**config.mk**
```make
export PLATFORM = sky130hd
export DESIGN_NAME = bresenham_line_stepper
export DESIGN_NICKNAME = d
export VERILOG_FILES = /design/src/rtl/core/bls_pkg.sv /design/src/rtl/core/bresenham_line_stepper.sv
export SDC_FILE = /design/constraint.sdc
export NUM_CORES = 1
export LEC_CHECK = 0
export ABC_AREA = 1
export ABC_CLOCK_PERIOD_IN_PS = 5700
export BUFFER_PORTS_ARGS = -buffer_cell sky130_fd_sc_hd__buf_2
export CAP_MARGIN = 20
export CORE_MARGIN = 2
export CORE_UTILIZATION = 41
export CTS_BUF_LIST = sky130_fd_sc_hd__clkbuf_8
export DETAILED_ROUTE_END_ITERATION = 7
export GPL_TIMING_DRIVEN = 0
export SLEW_MARGIN = 20
export SYNTH_ARGS = -nofsm -noshare
export SYNTH_HDL_FRONTEND = slang
export SYNTH_SLANG_ARGS = --single-unit
```
**constraint.sdc**
```tcl
create_clock -name clk_i -period 5.7 [get_ports clk_i]
set_input_delay 0.285 -clock clk_i [delete_from_list [all_inputs] [get_ports clk_i]]
set_output_delay 0.285 -clock clk_i [all_outputs]
set_load 0.05 [all_outputs]
```
**src/rtl/core/bls_pkg.sv**
```systemverilog
// bls_pkg: shared types and constants for the line stepper
// holds the transaction structs, action codes and derived widths; no dependencies
`timescale 1ns / 1ps

package bls_pkg;

  // coordinate width and widths derived from it
  localparam int COORD_BITS = 16;
  localparam int DELTA_BITS = COORD_BITS + 1;
  localparam int TWICE_BITS = COORD_BITS + 1;
  localparam int ERR_BITS   = COORD_BITS + 4;

  // action codes of an input transaction
  typedef enum logic {
    ACT_LOAD = 1'b0,
    ACT_STEP = 1'b1
  } action_e;

  // input transaction
  typedef struct packed {
    action_e                 action;
    logic [COORD_BITS-1:0]   start_x;
    logic [COORD_BITS-1:0]   start_y;
    logic [COORD_BITS-1:0]   end_x;
    logic [COORD_BITS-1:0]   end_y;
  } in_t;

  // result transaction
  typedef struct packed {
    logic [COORD_BITS-1:0] pixel_x;
    logic [COORD_BITS-1:0] pixel_y;
    logic                  last_pixel;
  } out_t;

endpackage

```
**src/rtl/core/bresenham_line_stepper.sv**
```systemverilog
// bresenham_line_stepper: integer line rasterizer, one pixel per step transaction on a running line
// depends on bls_pkg for transaction types, action codes and widths
`timescale 1ns / 1ps

// Usage
// - input channel (in_valid_i / in_stall_o / in_data_i): a transaction with
//   action ACT_LOAD sets up a line from start to end and gives no result;
//   a load while a line is running replaces it. A transaction with action
//   ACT_STEP emits the next pixel of the line; the coordinate fields of a
//   step are ignored, and a step with no line running gives no result.
// - output channel (out_valid_o / out_stall_i / out_data_o): one pixel per
//   accepted step, last_pixel set on the second endpoint, after which the
//   line is finished. Pixels always run from the first endpoint.
// - throughput: one transaction per cycle while in_stall_o is low; the
//   result register is written at the accepting edge. The step path is one
//   error add with its sign test, the load path one delta subtract, magnitude
//   compare and error setup, both closing directly into the state registers.
// - while the receiver stalls a waiting result, in_stall_o is high; once the
//   result is taken a new transaction is accepted in the same cycle.
// - reset clears the line and the output valid; no line is running.
module bresenham_line_stepper
  import bls_pkg::*;
(
  input  logic clk_i,
  input  logic rst_ni,
  input  logic in_valid_i,
  output logic in_stall_o,
  input  in_t  in_data_i,
  output logic out_valid_o,
  input  logic out_stall_i,
  output out_t out_data_o
);

  // line state
  logic                         line_active_q, line_active_d;
  logic                         steep_q, steep_d;
  logic                         backward_q, backward_d;
  logic signed [COORD_BITS-1:0] major_pos_q, major_pos_d;
  logic signed [COORD_BITS-1:0] minor_pos_q, minor_pos_d;
  logic signed [COORD_BITS-1:0] major_stop_q, major_stop_d;
  logic signed [1:0]            minor_dir_q, minor_dir_d;
  logic signed [ERR_BITS-1:0]   err_q, err_d;
  logic        [TWICE_BITS-1:0] twice_min_q, twice_min_d;
  logic        [TWICE_BITS-1:0] twice_maj_q, twice_maj_d;

  // output register
  logic out_valid_q, out_valid_d;
  out_t out_data_q, out_data_d;

  logic in_accept;
  logic is_load;
  logic is_step;

  // load path signals
  logic signed [DELTA_BITS-1:0] dx, dy, dmaj, dmin;
  logic        [DELTA_BITS-1:0] dx_neg, dy_neg;
  logic        [COORD_BITS-1:0] mag_dx, mag_dy, mag_maj, mag_min;
  logic                         load_steep;

  // step path signals
  logic                         at_stop;
  logic                         move_minor;
  logic signed [ERR_BITS-1:0]   err_step;

  // handshake
  assign in_stall_o = out_valid_q & out_stall_i;
  assign in_accept  = in_valid_i & ~in_stall_o;
  assign is_load    = in_accept & (in_data_i.action == ACT_LOAD);
  assign is_step    = in_accept & (in_data_i.action == ACT_STEP);

  // deltas and magnitudes of a load
  always_comb begin
    dx = $signed({in_data_i.end_x[COORD_BITS-1], in_data_i.end_x})
       - $signed({in_data_i.start_x[COORD_BITS-1], in_data_i.start_x});
    dy = $signed({in_data_i.end_y[COORD_BITS-1], in_data_i.end_y})
       - $signed({in_data_i.start_y[COORD_BITS-1], in_data_i.start_y});
    dx_neg = -dx;
    dy_neg = -dy;
    mag_dx = dx[DELTA_BITS-1] ? dx_neg[COORD_BITS-1:0] : dx[COORD_BITS-1:0];
    mag_dy = dy[DELTA_BITS-1] ? dy_neg[COORD_BITS-1:0] : dy[COORD_BITS-1:0];
    load_steep = mag_dy > mag_dx;
    if (load_steep) begin
      dmaj    = dy;
      dmin    = dx;
      mag_maj = mag_dy;
      mag_min = mag_dx;
    end else begin
      dmaj    = dx;
      dmin    = dy;
      mag_maj = mag_dx;
      mag_min = mag_dy;
    end
  end

  // error update of a step
  always_comb begin
    at_stop = major_pos_q == major_stop_q;
    if (backward_q) begin
      move_minor = ~err_q[ERR_BITS-1];
    end else begin
      move_minor = ~err_q[ERR_BITS-1] & (err_q != '0);
    end
    err_step = err_q
             + $signed({{(ERR_BITS-TWICE_BITS){1'b0}}, twice_min_q})
             - (move_minor ? $signed({{(ERR_BITS-TWICE_BITS){1'b0}}, twice_maj_q})
                           : $signed({ERR_BITS{1'b0}}));
  end

  // next state of the line and the output register
  always_comb begin
    line_active_d = line_active_q;
    steep_d       = steep_q;
    backward_d    = backward_q;
    major_pos_d   = major_pos_q;
    minor_pos_d   = minor_pos_q;
    major_stop_d  = major_stop_q;
    minor_dir_d   = minor_dir_q;
    err_d         = err_q;
    twice_min_d   = twice_min_q;
    twice_maj_d   = twice_maj_q;
    out_valid_d   = out_valid_q & out_stall_i;
    out_data_d    = out_data_q;

    if (is_load) begin
      line_active_d = 1'b1;
      steep_d       = load_steep;
      backward_d    = dmaj[DELTA_BITS-1];
      if (load_steep) begin
        major_pos_d  = in_data_i.start_y;
        major_stop_d = in_data_i.end_y;
        minor_pos_d  = in_data_i.start_x;
      end else begin
        major_pos_d  = in_data_i.start_x;
        major_stop_d = in_data_i.end_x;
        minor_pos_d  = in_data_i.start_y;
      end
      priority if (dmin[DELTA_BITS-1]) begin
        minor_dir_d = -2'sd1;
      end else if (dmin != '0) begin
        minor_dir_d = 2'sd1;
      end else begin
        minor_dir_d = 2'sd0;
      end
      twice_min_d = {mag_min, 1'b0};
      twice_maj_d = {mag_maj, 1'b0};
      err_d = $signed({{(ERR_BITS-TWICE_BITS){1'b0}}, mag_min, 1'b0})
            - $signed({{(ERR_BITS-COORD_BITS){1'b0}}, mag_maj});
    end else if (is_step && line_active_q) begin
      out_valid_d           = 1'b1;
      out_data_d.pixel_x    = steep_q ? minor_pos_q : major_pos_q;
      out_data_d.pixel_y    = steep_q ? major_pos_q : minor_pos_q;
      out_data_d.last_pixel = at_stop;
      if (at_stop) begin
        line_active_d = 1'b0;
      end else begin
        if (move_minor) begin
          minor_pos_d = minor_pos_q
                      + {{(COORD_BITS-2){minor_dir_q[1]}}, minor_dir_q};
        end
        err_d       = err_step;
        major_pos_d = backward_q ? major_pos_q - COORD_BITS'(1)
                                 : major_pos_q + COORD_BITS'(1);
      end
    end
  end

  // control registers
  always_ff @(posedge clk_i or negedge rst_ni) begin
    if (!rst_ni) begin
      line_active_q <= 1'b0;
      out_valid_q   <= 1'b0;
    end else begin
      line_active_q <= line_active_d;
      out_valid_q   <= out_valid_d;
    end
  end

  // payload registers
  always_ff @(posedge clk_i) begin
    steep_q      <= steep_d;
    backward_q   <= backward_d;
    major_pos_q  <= major_pos_d;
    minor_pos_q  <= minor_pos_d;
    major_stop_q <= major_stop_d;
    minor_dir_q  <= minor_dir_d;
    err_q        <= err_d;
    twice_min_q  <= twice_min_d;
    twice_maj_q  <= twice_maj_d;
    out_data_q   <= out_data_d;
  end

  assign out_valid_o = out_valid_q;
  assign out_data_o  = out_data_q;

  // a step with no line running leaves the output empty
  a_idle_step_no_result : assert property (@(posedge clk_i) disable iff (!rst_ni)
    (is_step && !line_active_q) |=> !out_valid_o)
    else $error("result produced by a step with no line");

  // a step on a running line always produces a pixel
  a_active_step_result : assert property (@(posedge clk_i) disable iff (!rst_ni)
    (is_step && line_active_q) |=> out_valid_o)
    else $error("step on a running line produced no pixel");

  // a load starts a line and gives no result
  a_load_starts_line : assert property (@(posedge clk_i) disable iff (!rst_ni)
    is_load |=> (line_active_q && !out_valid_o))
    else $error("load did not start a line cleanly");

  // the last pixel ends the line
  a_last_ends_line : assert property (@(posedge clk_i) disable iff (!rst_ni)
    (is_step && line_active_q && at_stop) |=> !line_active_q)
    else $error("line still running after its last pixel");

endmodule

```
# Word level (Yosys, flattened, before mapping)
# Cells that the tools add are included.
# totals
word_cells	76
ff_bits	139
# classes
bitwise	9
n_lt_le_gt_ge	1
reduce_logical	10
n_addsub	10
eq_ne	2
n_mux	30
# op_table
operator	n
2-to-1 mux 16 bit	17
2-to-1 mux 20 bit	3
2-to-1 mux 17 bit	3
subtractor 16 x 16 -> 17 bit	2
negator 16 bit	2
adder 20 x 18 -> 20 bit	1
nonzero test 20 bit	1
subtractor 20 x 18 -> 20 bit	1
subtractor 17 x 16 -> 18 bit	1
nonzero test 17 bit	1
adder 16 bit	1
adder 16 x 2 -> 16 bit (second input constant)	1
== test 16 bit	1
greater-than comparator 16 bit	1
subtractor 16 x 2 -> 16 bit (second input constant)	1
2-to-1 mux 1 bit	7
AND reduction 2 bit	3
nonzero test 2 bit	3
bitwise AND 1 bit	5
NOT 1 bit	4
AND reduction 3 bit	1
!= test 2 bit (second input constant)	1
logical AND 1 bit	1

# Logic depth before layout (Yosys ltp)
# logic_depth
depth_word	8
depth_mapped	44
ltp_nobuf	40

# Worst setup path before layout
# No wires, ideal clock.
# synth_path
path_type	input-to-reg
start	in in_data_i[16] (netlist name)
end	reg err_q[12] (data pin)
setup_time_ns	0.260
required_ns	5.440
path_buffers	2
path_slack_ns	0.213
path_stages	37
arrival_ns	5.227
path_cell_list	inv_1 > ha_1 > fa_1 > nand2_1 > nor2_1 > nand3_1 > nor2_1 > nand3_1 > nor2_2 > nand2_1 > nand2_1 > nand3b_1 > o21ai_0 > xnor2_1 > ha_1 > nand2_1 > nor2_1 > a21oi_1 > nand3_2 > nand2_2 > buf_6 > clkbuf_1 > o21ai_0 > fa_1 > a21o_1 > a21oi_1 > inv_1 > a21oi_1 > nor2_1 > nor2_1 > o21ai_0 > nand3_1 > nand2_1 > nand2_1 > nand3_1 > nand2_1 > o21ai_1
# synth_via
elab_chain_cells	7
elab_cells_between_ends	8
classes_between	3 x add/sub; 1 x order compare; 4 x mux
# synth_rtl
item	line	source
start: declaration	bresenham_line_stepper.sv:28	input in_t in_data_i,
subtractor 16 x 16 -> 17 bit (*)	bresenham_line_stepper.sv:74	- $signed({in_data_i.start_x[COORD_BITS-1], in_data_i.start_x});
negator 16 bit	bresenham_line_stepper.sv:77	dx_neg = -dx;
2-to-1 mux 16 bit (*)	bresenham_line_stepper.sv:79	mag_dx = dx[DELTA_BITS-1] ? dx_neg[COORD_BITS-1:0] : dx[COORD_BITS-1:0];
greater-than comparator 16 bit	bresenham_line_stepper.sv:81	load_steep = mag_dy > mag_dx;
2-to-1 mux 16 bit	bresenham_line_stepper.sv:82	if (load_steep) begin
subtractor 17 x 16 -> 18 bit (*)	bresenham_line_stepper.sv:147	- $signed({{(ERR_BITS-COORD_BITS){1'b0}}, mag_maj});
2-to-1 mux 20 bit (*)	bresenham_line_stepper.sv:124	if (is_load) begin
net err_d[12]	bresenham_line_stepper.sv:42	logic signed [ERR_BITS-1:0] err_q, err_d;
end signal: assignment	bresenham_line_stepper.sv:186	err_q <= err_d;
end: declaration	bresenham_line_stepper.sv:42	
# The timed path passes the listed nets; every way through them passes the cells marked *.
# A chain may end at the register's enable or synchronous reset.

# Final worst setup path
# Ends and elaborated chain as after synthesis.

==> impl_metrics.yaml <==
routing:
  vias: 12200
  initialDrtViolationCount: 1045
  route.detailed.drc: 0
  route.antenna.remaining_nets: 0
  firstDrtPassIters: 5
  viasPerCell: 5.17
  drt-total-wl_um: 39800
  wire_per_inst_um: 16.9
layout:
  final_layout_size_suffix_gt1_frac: 0.149
  final_common_cell: "nand2_1"
  mostFrequentLayoutCells: "nand2_1, inv_1, nor2_1"
  n_fill_cell: 3107
  seq_area_mm2: 0.00416
  nets: 2138
  syn2layout_area_growth_pct: 15.2
  multi_input_area_mm2: 0.00760
synth:
  synth_seq_cells: 139
  syn-instance-count: 1799
  synth-async-reset-ratio: 0.0144
  synth_top_family_by_area: "simple AND/OR/NAND/NOR gates"
  synth_simple_gate_area_frac: 0.257
  avgSynthCellArea_um2: 7.17
  ys_warn_count: 0
  yosys-mux-area-fraction: 0
  synth_adder_area_share: 0.137
  ys_types: 49
  syn-num-nets: 1996
  dominantRegCellSynth: "edfxtp_1"
  syn_area_mm2: 0.0129
  synthXorXnorAreaFrac: 0.0366
  synth_compound_area_frac: 0.133
  seq_area_frac_synth: 0.323
  synth_edf_count: 137
setup_path:
  crit_path_end_kind: "register"
  crit_path_frequent_cell: "nand2_1"
  cp_max_fo: 10
  cp.required_ps: 5910
  slowest_delay_ps: 580
  cp-start-kind: "primary input"
  cp_slowest_cell: "fa_2"
  critPathArrivalTime_ps: 5680
  critPathKind: "primary input to register"
clocking:
  cts_tree: "built"
  cts_buffers: 17
  cts_sinks: 139
  htree_levels: 4
  clock_latency_ps: 490
  cts.clk_slew.worst_paths_ps: 80
  cts-root-buf: "clkbuf_8"
  clockBufferDepth: 2
sta:
  whs_ps: 74.2
  setup_viol: 0
  period_share: 0.960
  hold_viol: 0
  layout_min_cycle_time_ps: 5470
  report.final.slew_viol_count: 0
  slew_headroom: 0.402
  max_freq_mhz: 183
  skew_ps: 26.1
  rsz0062_at_grt: "yes"
  worst_slew_pin_slew_ps: 897
power_and_ir_drop:
  power_density_mw_per_mm2: 605
  total_power_mw: 9.00
  peakVddDrop_mv: 0.280
  power.leakage_nw: 7.41
placed_design:
  place.gp.congestion: 0.938
  io_buffer_count: 103
  dpl.hpwl_um: 32400
floorplanning:
  die_x_um: 181
  initial_core_util: 0.419
  pin_count: 104
  fp.dieH_um: 181
  core-area_mm2: 0.0308
  row_count: 64
  die-area_mm2: 0.0329
grt:
  grt_pass1_vias: 11400
  grt_pass1_wl_um: 61700
  grt_max_degree: 63
  grt_overflow_total: 0
  antenna_found_initial: 1
  grt.total_usage: 0.243
worst_hold_path:
  hold_path_class: "primary input to register"
run_status:
  status: "complete, no violations"
job:
  cap_violations: 0
-- Yosys cell counts (9+ instances only) --
cell	instances	area [um^2]
ha_1	106	1330
nor3_1	10	50.1
inv_1	327	1230
nand3b_1	9	67.6
o21ai_1	9	45.0
nand4_1	19	119
nand3_1	91	455
inv_2	9	33.8
clkbuf_1	25	93.8
xnor2_1	17	149
nor2_1	157	589
xor2_1	37	324
o21bai_1	9	67.6
edfxtp_1	137	4110
nand2_1	434	1630
a21oi_1	124	621
nand2_2	26	163
o21ai_0	146	731
buf_2	9	45.0
fa_1	22	440
-- metrics by stage --
| stage | util | cell area, um^2 | setup WS (ps) | cells | setup TNS [ps] |
|---|---|---|---|---|---|
| after floorplan | - | 12900 | 213 | 1799 | 0 |
| after global placement | 0.451 | 13900 | -1360 | 2298 | -15440 |
| after detailed placement | 0.453 | 14000 | -1480 | 2300 | -17490 |
| after CTS | 0.472 | 14500 | 26.2 | 2334 | 0 |
| after global routing | 0.482 | 14900 | -148 | 2351 | -768 |
| final | 0.482 | 14900 | 230 | 2351 | 0 |
-- power by group --
part | total (mW) | switching [mW] | internal, mW
registers | 1.87 | 0.204 | 1.66
clock network | 0.845 | 0.447 | 0.397
logic | 6.29 | 4.05 | 2.24
total | 9.00 | 4.70 | 4.30
-- cell type report --
type	count	share of cell area
Antenna cell	1	0.000168
Tap cell	396	0.0333
Buffer	41	0.0170
Clock buffer	17	0.0157
Timing Repair Buffer	123	0.0468
Sequential cell	139	0.280
Clock inverter	15	0.0111
Inverter	336	0.0848
Multi-Input combinational cell	1283	0.511
-- kinds of logic (layout without fill, tap and decap cells) --
family,count (synthesis),in the layout
fa+ha+maj,128,128
compound gates,322,322
xor+xnor,54,54
buf+inv,377,532
other cells,0,1
simple gates,779,779
flops,139,139
-- worst paths after layout --
kind	end	slack [ps]	from	cells past startpoint
worst max-delay path	err_q[12]	230	in_data_i[16]	39
worst min-delay path	out_valid_o	70	out_stall_i	3
worst max register to register	err_q[19]	440	err_q[12]	30
worst min register to register	line_active_q	500	line_active_q	2
max in group asynchronous	line_active_q	5480	rst_ni	2
min in group asynchronous	out_valid_o	130	rst_ni	2
-- worst max-delay path: cells and delay by family --
kind	cells	cell delay, ps
buffers and inverters	5	590
adder cells (fa/ha/maj)	4	1480
AND/OR/NAND/NOR	22	2320
AO/OA/AOI/OAI	7	880
XOR/XNOR	1	110
-- registers in the layout, indices dropped and copies added (netlist names) --
register,flops
twice_maj_q,16
line_active_q,1
steep_q,1
minor_pos_q,16
out_valid_o,1
err_q,20
out_data_o,33
major_stop_q,16
backward_q,1
major_pos_q,16
minor_dir_q,2
twice_min_q,16
-- per-layer routing --
layer,up-vias,global-route usage,part of all wire
li1,6125,-,-
met1,5589,0.343,0.47
met2,388,0.390,0.44
met3,49,0.0303,0.065
met4,0,0.0738,0.025
met5,-,0,0
-- repair_timing --
item                                    CTS  global route
hold endpoints to repair                  2             0
endpoints found under the setup margin   17            15
pin swaps                                 4            26
gates cloned                              0             0
hold buffers                              1             0
gates resized for setup                  50            54
buffers inserted                          1            16
(Power assumes the default switching activity.)
